### config.mk
export PLATFORM = sky130hd
export DESIGN_NAME = battery_undervoltage_supervisor_flat
export DESIGN_NICKNAME = d
export VERILOG_FILES = /design/src/rtl/buvs_pkg.sv /design/src/rtl/buvs_intf.sv /design/src/rtl/battery_undervoltage_supervisor.sv /design/src/rtl/buvs_core.sv /design/src/flat_wrapper.sv
export SDC_FILE = /design/constraint.sdc
export NUM_CORES = 1
export LEC_CHECK = 0
export BUFFER_PORTS_ARGS = -buffer_cell sky130_fd_sc_hd__buf_2
export CAP_MARGIN = 20
export CELL_PAD_IN_SITES_DETAIL_PLACEMENT = 1
export CELL_PAD_IN_SITES_GLOBAL_PLACEMENT = 1
export CORE_ASPECT_RATIO = 1.75
export CORE_MARGIN = 1.5
export CORE_UTILIZATION = 48
export CTS_CLUSTER_DIAMETER = 60
export DETAILED_ROUTE_END_ITERATION = 7
export PLACE_DENSITY = 0.9
export SYNTH_ARGS = -nofsm -noshare
export SYNTH_HDL_FRONTEND = slang
export SYNTH_HIERARCHICAL = 1
export SYNTH_SLANG_ARGS = --single-unit
### constraint.sdc
create_clock -name clk -period 5.95 [get_ports clk]
set_clock_uncertainty 0.1 [all_clocks]
set_input_delay 1.19 -clock clk [delete_from_list [all_inputs] [get_ports clk]]
set_output_delay 1.19 -clock clk [all_outputs]
set_load 0.005 [all_outputs]
### src/rtl/buvs_pkg.sv
// ----------------------------------------------------------------------------
// buvs_pkg
// Shared types and constants for the battery undervoltage supervisor.
// ----------------------------------------------------------------------------
package buvs_pkg;

  localparam int unsigned MEAS_W    = 16;
  localparam int unsigned TIMEOUT_W = 20;
  localparam int unsigned OP_W      = 2;
  localparam int unsigned CFG_IDX_W = 2;
  localparam int unsigned CFG_DAT_W = 20;

  localparam logic [MEAS_W-1:0]    LOW_THRESHOLD_RST  = 16'h6fb4;
  localparam logic [MEAS_W-1:0]    HIGH_THRESHOLD_RST = 16'h9133;
  localparam logic [TIMEOUT_W-1:0] TIMEOUT_TICKS_RST  = 20'd30000;

  typedef enum logic [OP_W-1:0] {
    OP_SAMPLE = 2'd0,
    OP_TICK   = 2'd1,
    OP_TOUCH  = 2'd2,
    OP_NONE   = 2'd3
  } op_t;

  typedef enum logic [CFG_IDX_W-1:0] {
    CFG_LOW_THRESHOLD  = 2'd0,
    CFG_HIGH_THRESHOLD = 2'd1,
    CFG_TIMEOUT_TICKS  = 2'd2
  } cfg_idx_t;

  typedef struct packed {
    logic [MEAS_W-1:0]    low_threshold;
    logic [MEAS_W-1:0]    high_threshold;
    logic [TIMEOUT_W-1:0] timeout_ticks;
  } cfg_t;

  typedef struct packed {
    logic enter_low_power;
    logic system_reset;
    logic timer_running;
    logic low_power_mode;
  } result_t;

endpackage

### src/rtl/buvs_intf.sv
// ----------------------------------------------------------------------------
// buvs_intf
// Valid/ready channels: input items, result items and register writes.
// ----------------------------------------------------------------------------
interface buvs_in_if;
  logic                           valid;
  logic                           ready;
  logic [buvs_pkg::OP_W-1:0]      operation;
  logic [buvs_pkg::MEAS_W-1:0]    measurement;

  modport source (output valid, output operation, output measurement, input ready);
  modport sink   (input valid, input operation, input measurement, output ready);
endinterface

interface buvs_out_if;
  logic valid;
  logic ready;
  logic enter_low_power;
  logic system_reset;
  logic timer_running;
  logic low_power_mode;

  modport source (output valid, output enter_low_power, output system_reset,
                  output timer_running, output low_power_mode, input ready);
  modport sink   (input valid, input enter_low_power, input system_reset,
                  input timer_running, input low_power_mode, output ready);
endinterface

interface buvs_cfg_if;
  logic                           valid;
  logic                           ready;
  logic [buvs_pkg::CFG_IDX_W-1:0] index;
  logic [buvs_pkg::CFG_DAT_W-1:0] data;

  modport source (output valid, output index, output data, input ready);
  modport sink   (input valid, input index, input data, output ready);
endinterface

### src/rtl/battery_undervoltage_supervisor.sv
// ----------------------------------------------------------------------------
// battery_undervoltage_supervisor
// Low battery cutoff with hysteresis, a hold-off timer and touch wake.
// ----------------------------------------------------------------------------
// Takes one item (sample, tick, touch or none) per clock and returns one result
// per item, in the cycle after acceptance, from an output register. The whole state
// update is a pair of 16-bit compares and a 20-bit decrement, so throughput is
// one item per cycle; while the result register is full and not taken, the
// input stalls. Register writes: index 0 low threshold, 1 high threshold,
// 2 timeout in ticks (0 acts as 1); other indexes are ignored. Write them only
// while no result is pending.
module battery_undervoltage_supervisor (
  input logic        clk,
  input logic        rst,
  buvs_in_if.sink    in_ch,
  buvs_out_if.source out_ch,
  buvs_cfg_if.sink   cfg_ch
);

  buvs_pkg::cfg_t    cfg;
  buvs_pkg::result_t res;
  buvs_pkg::result_t out_res;
  logic              out_valid;
  logic              accept;

  assign in_ch.ready  = !out_valid || out_ch.ready;
  assign accept       = in_ch.valid && in_ch.ready;
  assign cfg_ch.ready = 1'b1;

  always_ff @(posedge clk) begin
    if (rst) begin
      cfg.low_threshold  <= buvs_pkg::LOW_THRESHOLD_RST;
      cfg.high_threshold <= buvs_pkg::HIGH_THRESHOLD_RST;
      cfg.timeout_ticks  <= buvs_pkg::TIMEOUT_TICKS_RST;
    end else if (cfg_ch.valid) begin
      unique case (buvs_pkg::cfg_idx_t'(cfg_ch.index))
        buvs_pkg::CFG_LOW_THRESHOLD:
          cfg.low_threshold <= cfg_ch.data[buvs_pkg::MEAS_W-1:0];
        buvs_pkg::CFG_HIGH_THRESHOLD:
          cfg.high_threshold <= cfg_ch.data[buvs_pkg::MEAS_W-1:0];
        buvs_pkg::CFG_TIMEOUT_TICKS:
          cfg.timeout_ticks <= cfg_ch.data[buvs_pkg::TIMEOUT_W-1:0];
        default: begin
        end
      endcase
    end
  end

  buvs_core u_core (
    .clk         (clk),
    .rst         (rst),
    .step        (accept),
    .operation   (in_ch.operation),
    .measurement (in_ch.measurement),
    .cfg         (cfg),
    .res         (res)
  );

  always_ff @(posedge clk) begin
    if (rst) begin
      out_valid <= 1'b0;
    end else if (accept) begin
      out_valid <= 1'b1;
    end else if (out_ch.ready) begin
      out_valid <= 1'b0;
    end
  end

  always_ff @(posedge clk) begin
    if (accept) begin
      out_res <= res;
    end
  end

  assign out_ch.valid           = out_valid;
  assign out_ch.enter_low_power = out_res.enter_low_power;
  assign out_ch.system_reset    = out_res.system_reset;
  assign out_ch.timer_running   = out_res.timer_running;
  assign out_ch.low_power_mode  = out_res.low_power_mode;

  a_accept_gives_result: assert property (@(posedge clk) disable iff (rst)
    accept |=> out_valid)
    else $error("accepted transaction produced no result");

  a_reset_clears_state: assert property (@(posedge clk) disable iff (rst)
    out_valid && out_res.system_reset |-> !out_res.timer_running && !out_res.low_power_mode)
    else $error("reset request left state active");

  a_entry_sets_mode: assert property (@(posedge clk) disable iff (rst)
    out_valid && out_res.enter_low_power && !out_res.system_reset |-> out_res.low_power_mode)
    else $error("low power entry without low power mode");

  a_result_held_while_stalled: assert property (@(posedge clk) disable iff (rst)
    out_valid && !out_ch.ready |=> out_valid && $stable(out_res))
    else $error("pending result changed before it was taken");

endmodule

### src/rtl/buvs_core.sv
// ----------------------------------------------------------------------------
// buvs_core
// Supervisor state and its combinational update for one accepted item.
// ----------------------------------------------------------------------------
module buvs_core (
  input  logic                                clk,
  input  logic                                rst,
  input  logic                                step,
  input  logic [buvs_pkg::OP_W-1:0]           operation,
  input  logic [buvs_pkg::MEAS_W-1:0]         measurement,
  input  buvs_pkg::cfg_t                      cfg,
  output buvs_pkg::result_t                   res
);

  logic                             in_low_power;
  logic                             hold_active;
  logic [buvs_pkg::TIMEOUT_W-1:0]   hold_remaining;
  logic                             hold_expired;
  logic                             touch_armed;

  logic                             in_low_power_next;
  logic                             hold_active_next;
  logic [buvs_pkg::TIMEOUT_W-1:0]   hold_remaining_next;
  logic                             hold_expired_next;
  logic                             touch_armed_next;
  logic                             entered;
  logic                             sys_reset;
  logic                             is_low;
  logic                             is_high;

  assign is_low  = measurement < cfg.low_threshold;
  assign is_high = measurement > cfg.high_threshold;

  always_comb begin
    in_low_power_next   = in_low_power;
    hold_active_next    = hold_active;
    hold_remaining_next = hold_remaining;
    hold_expired_next   = hold_expired;
    touch_armed_next    = touch_armed;
    entered             = 1'b0;
    sys_reset           = 1'b0;

    case (buvs_pkg::op_t'(operation))
      buvs_pkg::OP_SAMPLE: begin
        if (is_low) begin
          touch_armed_next = 1'b1;
          if (!in_low_power) begin
            if (hold_expired) begin
              in_low_power_next = 1'b1;
              entered           = 1'b1;
            end
            if (!hold_active && !hold_expired) begin
              hold_active_next    = 1'b1;
              hold_remaining_next = cfg.timeout_ticks;
            end
          end
        end
        // inverted thresholds: high test sees the low branch's result
        if (is_high) begin
          touch_armed_next    = 1'b0;
          sys_reset           = in_low_power_next;
          hold_active_next    = 1'b0;
          hold_remaining_next = '0;
        end
      end
      buvs_pkg::OP_TICK: begin
        if (hold_active) begin
          if (hold_remaining <= buvs_pkg::TIMEOUT_W'(1)) begin
            hold_active_next    = 1'b0;
            hold_remaining_next = '0;
            hold_expired_next   = 1'b1;
          end else begin
            hold_remaining_next = hold_remaining - buvs_pkg::TIMEOUT_W'(1);
          end
        end
      end
      buvs_pkg::OP_TOUCH: begin
        if (touch_armed) begin
          if (in_low_power) begin
            sys_reset = 1'b1;
          end else begin
            hold_active_next    = 1'b1;
            hold_remaining_next = cfg.timeout_ticks;
          end
        end
      end
      default: begin
      end
    endcase

    if (sys_reset) begin
      in_low_power_next   = 1'b0;
      hold_active_next    = 1'b0;
      hold_remaining_next = '0;
      hold_expired_next   = 1'b0;
      touch_armed_next    = 1'b0;
    end

    res.enter_low_power = entered;
    res.system_reset    = sys_reset;
    res.timer_running   = hold_active_next;
    res.low_power_mode  = in_low_power_next;
  end

  always_ff @(posedge clk) begin
    if (rst) begin
      in_low_power   <= 1'b0;
      hold_active    <= 1'b0;
      hold_remaining <= '0;
      hold_expired   <= 1'b0;
      touch_armed    <= 1'b0;
    end else if (step) begin
      in_low_power   <= in_low_power_next;
      hold_active    <= hold_active_next;
      hold_remaining <= hold_remaining_next;
      hold_expired   <= hold_expired_next;
      touch_armed    <= touch_armed_next;
    end
  end

endmodule

### src/flat_wrapper.sv
// flat-port wrapper written by rule: the top's interface ports become plain ports
module battery_undervoltage_supervisor_flat 
  (clk, rst, in_ch_valid, in_ch_operation, in_ch_measurement, in_ch_ready, out_ch_valid, out_ch_enter_low_power, out_ch_system_reset, out_ch_timer_running, out_ch_low_power_mode, out_ch_ready, cfg_ch_valid, cfg_ch_index, cfg_ch_data, cfg_ch_ready);
  buvs_in_if in_ch_i ();
  buvs_out_if out_ch_i ();
  buvs_cfg_if cfg_ch_i ();
  input logic clk;
  input logic rst;
  input wire logic [$bits(in_ch_i.valid)-1:0] in_ch_valid;
  input wire logic [$bits(in_ch_i.operation)-1:0] in_ch_operation;
  input wire logic [$bits(in_ch_i.measurement)-1:0] in_ch_measurement;
  output wire logic [$bits(in_ch_i.ready)-1:0] in_ch_ready;
  output wire logic [$bits(out_ch_i.valid)-1:0] out_ch_valid;
  output wire logic [$bits(out_ch_i.enter_low_power)-1:0] out_ch_enter_low_power;
  output wire logic [$bits(out_ch_i.system_reset)-1:0] out_ch_system_reset;
  output wire logic [$bits(out_ch_i.timer_running)-1:0] out_ch_timer_running;
  output wire logic [$bits(out_ch_i.low_power_mode)-1:0] out_ch_low_power_mode;
  input wire logic [$bits(out_ch_i.ready)-1:0] out_ch_ready;
  input wire logic [$bits(cfg_ch_i.valid)-1:0] cfg_ch_valid;
  input wire logic [$bits(cfg_ch_i.index)-1:0] cfg_ch_index;
  input wire logic [$bits(cfg_ch_i.data)-1:0] cfg_ch_data;
  output wire logic [$bits(cfg_ch_i.ready)-1:0] cfg_ch_ready;
  assign in_ch_i.valid = in_ch_valid;
  assign in_ch_i.operation = in_ch_operation;
  assign in_ch_i.measurement = in_ch_measurement;
  assign in_ch_ready = in_ch_i.ready;
  assign out_ch_valid = out_ch_i.valid;
  assign out_ch_enter_low_power = out_ch_i.enter_low_power;
  assign out_ch_system_reset = out_ch_i.system_reset;
  assign out_ch_timer_running = out_ch_i.timer_running;
  assign out_ch_low_power_mode = out_ch_i.low_power_mode;
  assign out_ch_i.ready = out_ch_ready;
  assign cfg_ch_i.valid = cfg_ch_valid;
  assign cfg_ch_i.index = cfg_ch_index;
  assign cfg_ch_i.data = cfg_ch_data;
  assign cfg_ch_ready = cfg_ch_i.ready;
  battery_undervoltage_supervisor u_core (.clk(clk), .rst(rst), .in_ch(in_ch_i), .out_ch(out_ch_i), .cfg_ch(cfg_ch_i));
endmodule
==> impl_metrics.tcl <==
set metrics [dict create \
    outcome "completed" \
    ys_types 58 \
    dieArea_sq_mm 0.0111 \
    antenna_found_initial 0 \
    root_buffer "clkbuf_16" \
    cts_tree "yes" \
    period_minus_slack_ns 4.29 \
    worstPathCellList "buf_2 -> ha_1 -> a21oi_1 -> nor2_1 -> a2111oi_0 -> buf_4 -> a311o_1 -> o211a_1 -> a211o_1 -> buf_4 -> mux2i_1" \
    rsz0062_at_grt "false" \
    dr.pass1.iters 4 \
    track_usage_pct 29.4 \
    tns_ns 0 \
    antenna_left 0 \
    hp-class "flip-flop to flip-flop" \
    async_flop_share_pct 0 \
    gp_congestion 0.965 \
    synthMuxAreaShare_pct 14.2 \
    grt_pass1_vias 4881 \
    power_mw 1.38 \
    insertion_delay_ns 0.35 \
    drt_iter0_markers 295 \
    ctsResizeCount 0 \
    startpoint_type "input pin" \
    num_vias 4471 \
    synthAdderAreaFrac_pct 9.51 \
    synth-compound-area-share_pct 9.64 \
    arrival_ns 4.44 \
    cpPeakStageDelay_ns 0.67 \
    grt_start_max_net_pins 92 \
    synth_top_family_by_area "simple AND/OR/NAND/NOR gates" \
    synth-xor-area-share_pct 2.98 \
    mostFrequentLayoutCells "77 x dfxtp_1, 71 x mux2i_1, 54 x nor2_1" \
    slowest_stage "o211a_1" \
    synth_ff_type "dfxtp_1" \
    crit_path_end_kind "flip-flop" \
    die_h_um 138 \
    holdBufCountCts 0 \
    synth_cells 589 \
    io_pins 52 \
    port_buffers 50 \
    synth.largest_area_cell "dfxtp_1" \
    hpwl_um 10600 \
    cp.required_ns 6.10 \
    hold_violations 0 \
    maxCapViolCount 0 \
    ys_warn_count 6 \
    synth-edff-count 4 \
    finalCritPeriodShare_pct 72.1 \
    totalWireLength_um 15300 \
    numClockSinks 81 \
    drive_gt1_share_pct 12.4 \
    htree_levels 3 \
    final-seq-area_sq_mm 0.00166 \
    vdd_ir_drop_max_v 0.000161 \
    multiInputGateArea_sq_mm 0.00298 \
    core-area_sq_mm 0.0102 \
    crit_type "input pin to flip-flop" \
    synth_area_leaders "dfxtp_1 31%, mux2i_1 14%, ha_1 9.5%" \
    antenna_cells 0 \
    nFillCells 1267 \
    area_growth_pct 10.8 \
    report.final.slew_viol_count 0 \
    nNetsFinal 705 \
    p_leak_nw 2.61 \
    final_common_cell "dfxtp_1" \
    crit_top_cell "buf_4" \
    start_util_pct 49.1 \
    cts_setup_buffers 0 \
    relSlewSlack_pct 39.9 \
    die_width_um 80.1 \
    drt-wirelength-per-cell_um 20.2 \
    clock_path_buffers 2 \
    max_freq_mhz 233 \
    drc_errors 0 \
    r2r_slack_ns 2.21 \
    overflow 0 \
    synthSimpleGateAreaFrac_pct 23.2 \
    setup_violations 0 \
    synth.cell_area_sq_mm 0.00500 \
    syn_avg_cell_area_sq_um 8.48 \
    whs_path_depth 2 \
    crit_fanout 23 \
    max_slew.worst_pin.slew_ns 0.893 \
    yosys_register_bits 81 \
    syn_nets 672 \
    viasPerCell 5.93 \
    cts_buffers 9 \
    synth.top_cell.area_share_pct 30.8 \
    p_per_area_mw_per_mm2 249 \
    clk_pin_slew_worst_paths_ns 0.06 \
    grt_pass1_wl_um 24500 \
    rows 49 \
    yosysSeqAreaShare_pct 33.2 \
    ff2ff_path_depth 11 \
]
## per-layer routing
layer  routed length [um]  vias to the layer above  GRT usage, %
li1                     -                     2081             -
met1                 5490                     2197          29.6
met2                 8130                      129          52.9
met3                  612                       64          4.87
met4                 1040                        0          21.7
met5                    0                        -             0
## layout make-up
class | count | area share, %
Tap cell | 127 | 2.87
Sequential cell | 81 | 30.0
Inverter | 45 | 3.05
Clock buffer | 10 | 4.14
Clock inverter | 6 | 0.610
Timing Repair Buffer | 56 | 5.40
Multi-Input combinational cell | 429 | 53.9
## flip-flops by register name, indices dropped and copies added, names as in the netlist
signal,count
u_core/u_core/in_low_power,1
u_core/u_core/touch_armed,1
u_core/u_core/hold_active,1
u_core/out_ch.timer_running,1
u_core/out_ch.valid,1
u_core/u_core/hold_remaining,20
u_core/u_core/hold_expired,1
u_core/out_ch.low_power_mode,1
u_core/out_ch.enter_low_power,1
u_core/out_ch.system_reset,1
u_core/cfg,52
## path summary, 6_finish.rpt
check | to | startpoint
worst min register to register | u_core/cfg[29] | u_core/cfg[29]
worst max-delay path | u_core/u_core/hold_remaining[1] | in_ch_measurement[11]
worst max register to register | u_core/u_core/hold_remaining[1] | u_core/cfg[31]
worst min-delay path | u_core/cfg[29] | u_core/cfg[29]
## where the power goes
| part | total, mW | internal [mW] | switching (mW) |
|---|---|---|---|
| Clock | 0.509 | 0.280 | 0.229 |
| Sequential | 0.585 | 0.568 | 0.0174 |
| Combinational | 0.283 | 0.113 | 0.170 |
## kinds of logic (layout without fill, tap and decap cells)
logic type | count (synthesis) | count (layout)
fa+ha+maj | 38 | 38
other cells | 1 | 1
flops | 81 | 81
simple gates | 229 | 229
buf+inv | 79 | 117
mux | 71 | 71
compound gates | 73 | 73
xor+xnor | 17 | 17
## through the flow
stage	instances	hold slack, ns	area (sq um)	utilization, %	setup slack, ns
2_1_floorplan	589	0.348	5000	-	2.03
3_3_place_gp	737	0.359	5260	51.7	1.53
3_5_place_dp	738	0.369	5270	51.8	1.41
4_1_cts	754	0.382	5540	54.4	1.70
5_1_grt	754	0.389	5540	54.4	1.51
6_report	754	0.378	5540	54.4	1.66
## synthesized netlist by cell type (all sizes together) (7+ instances only)
master,count
ha,38
dfxtp,77
nand3,27
clkbuf,15
nand2b,49
inv,45
nand4,7
buf,19
nor3,12
nand2,52
xnor2,7
o21ai,22
xor2,10
a21oi,17
nor2,54
mux2i,71
## worst max-delay path, delay by kind of cell
family	cells	cell delay, ns
buffers and inverters	3	0.65
adders and majority gates	1	0.30
muxes	1	0.30
and+or+nand+nor	1	0.09
AOI/OAI and AO/OA	5	1.90
No activity file was read; power rests on OpenSTA's default activity.
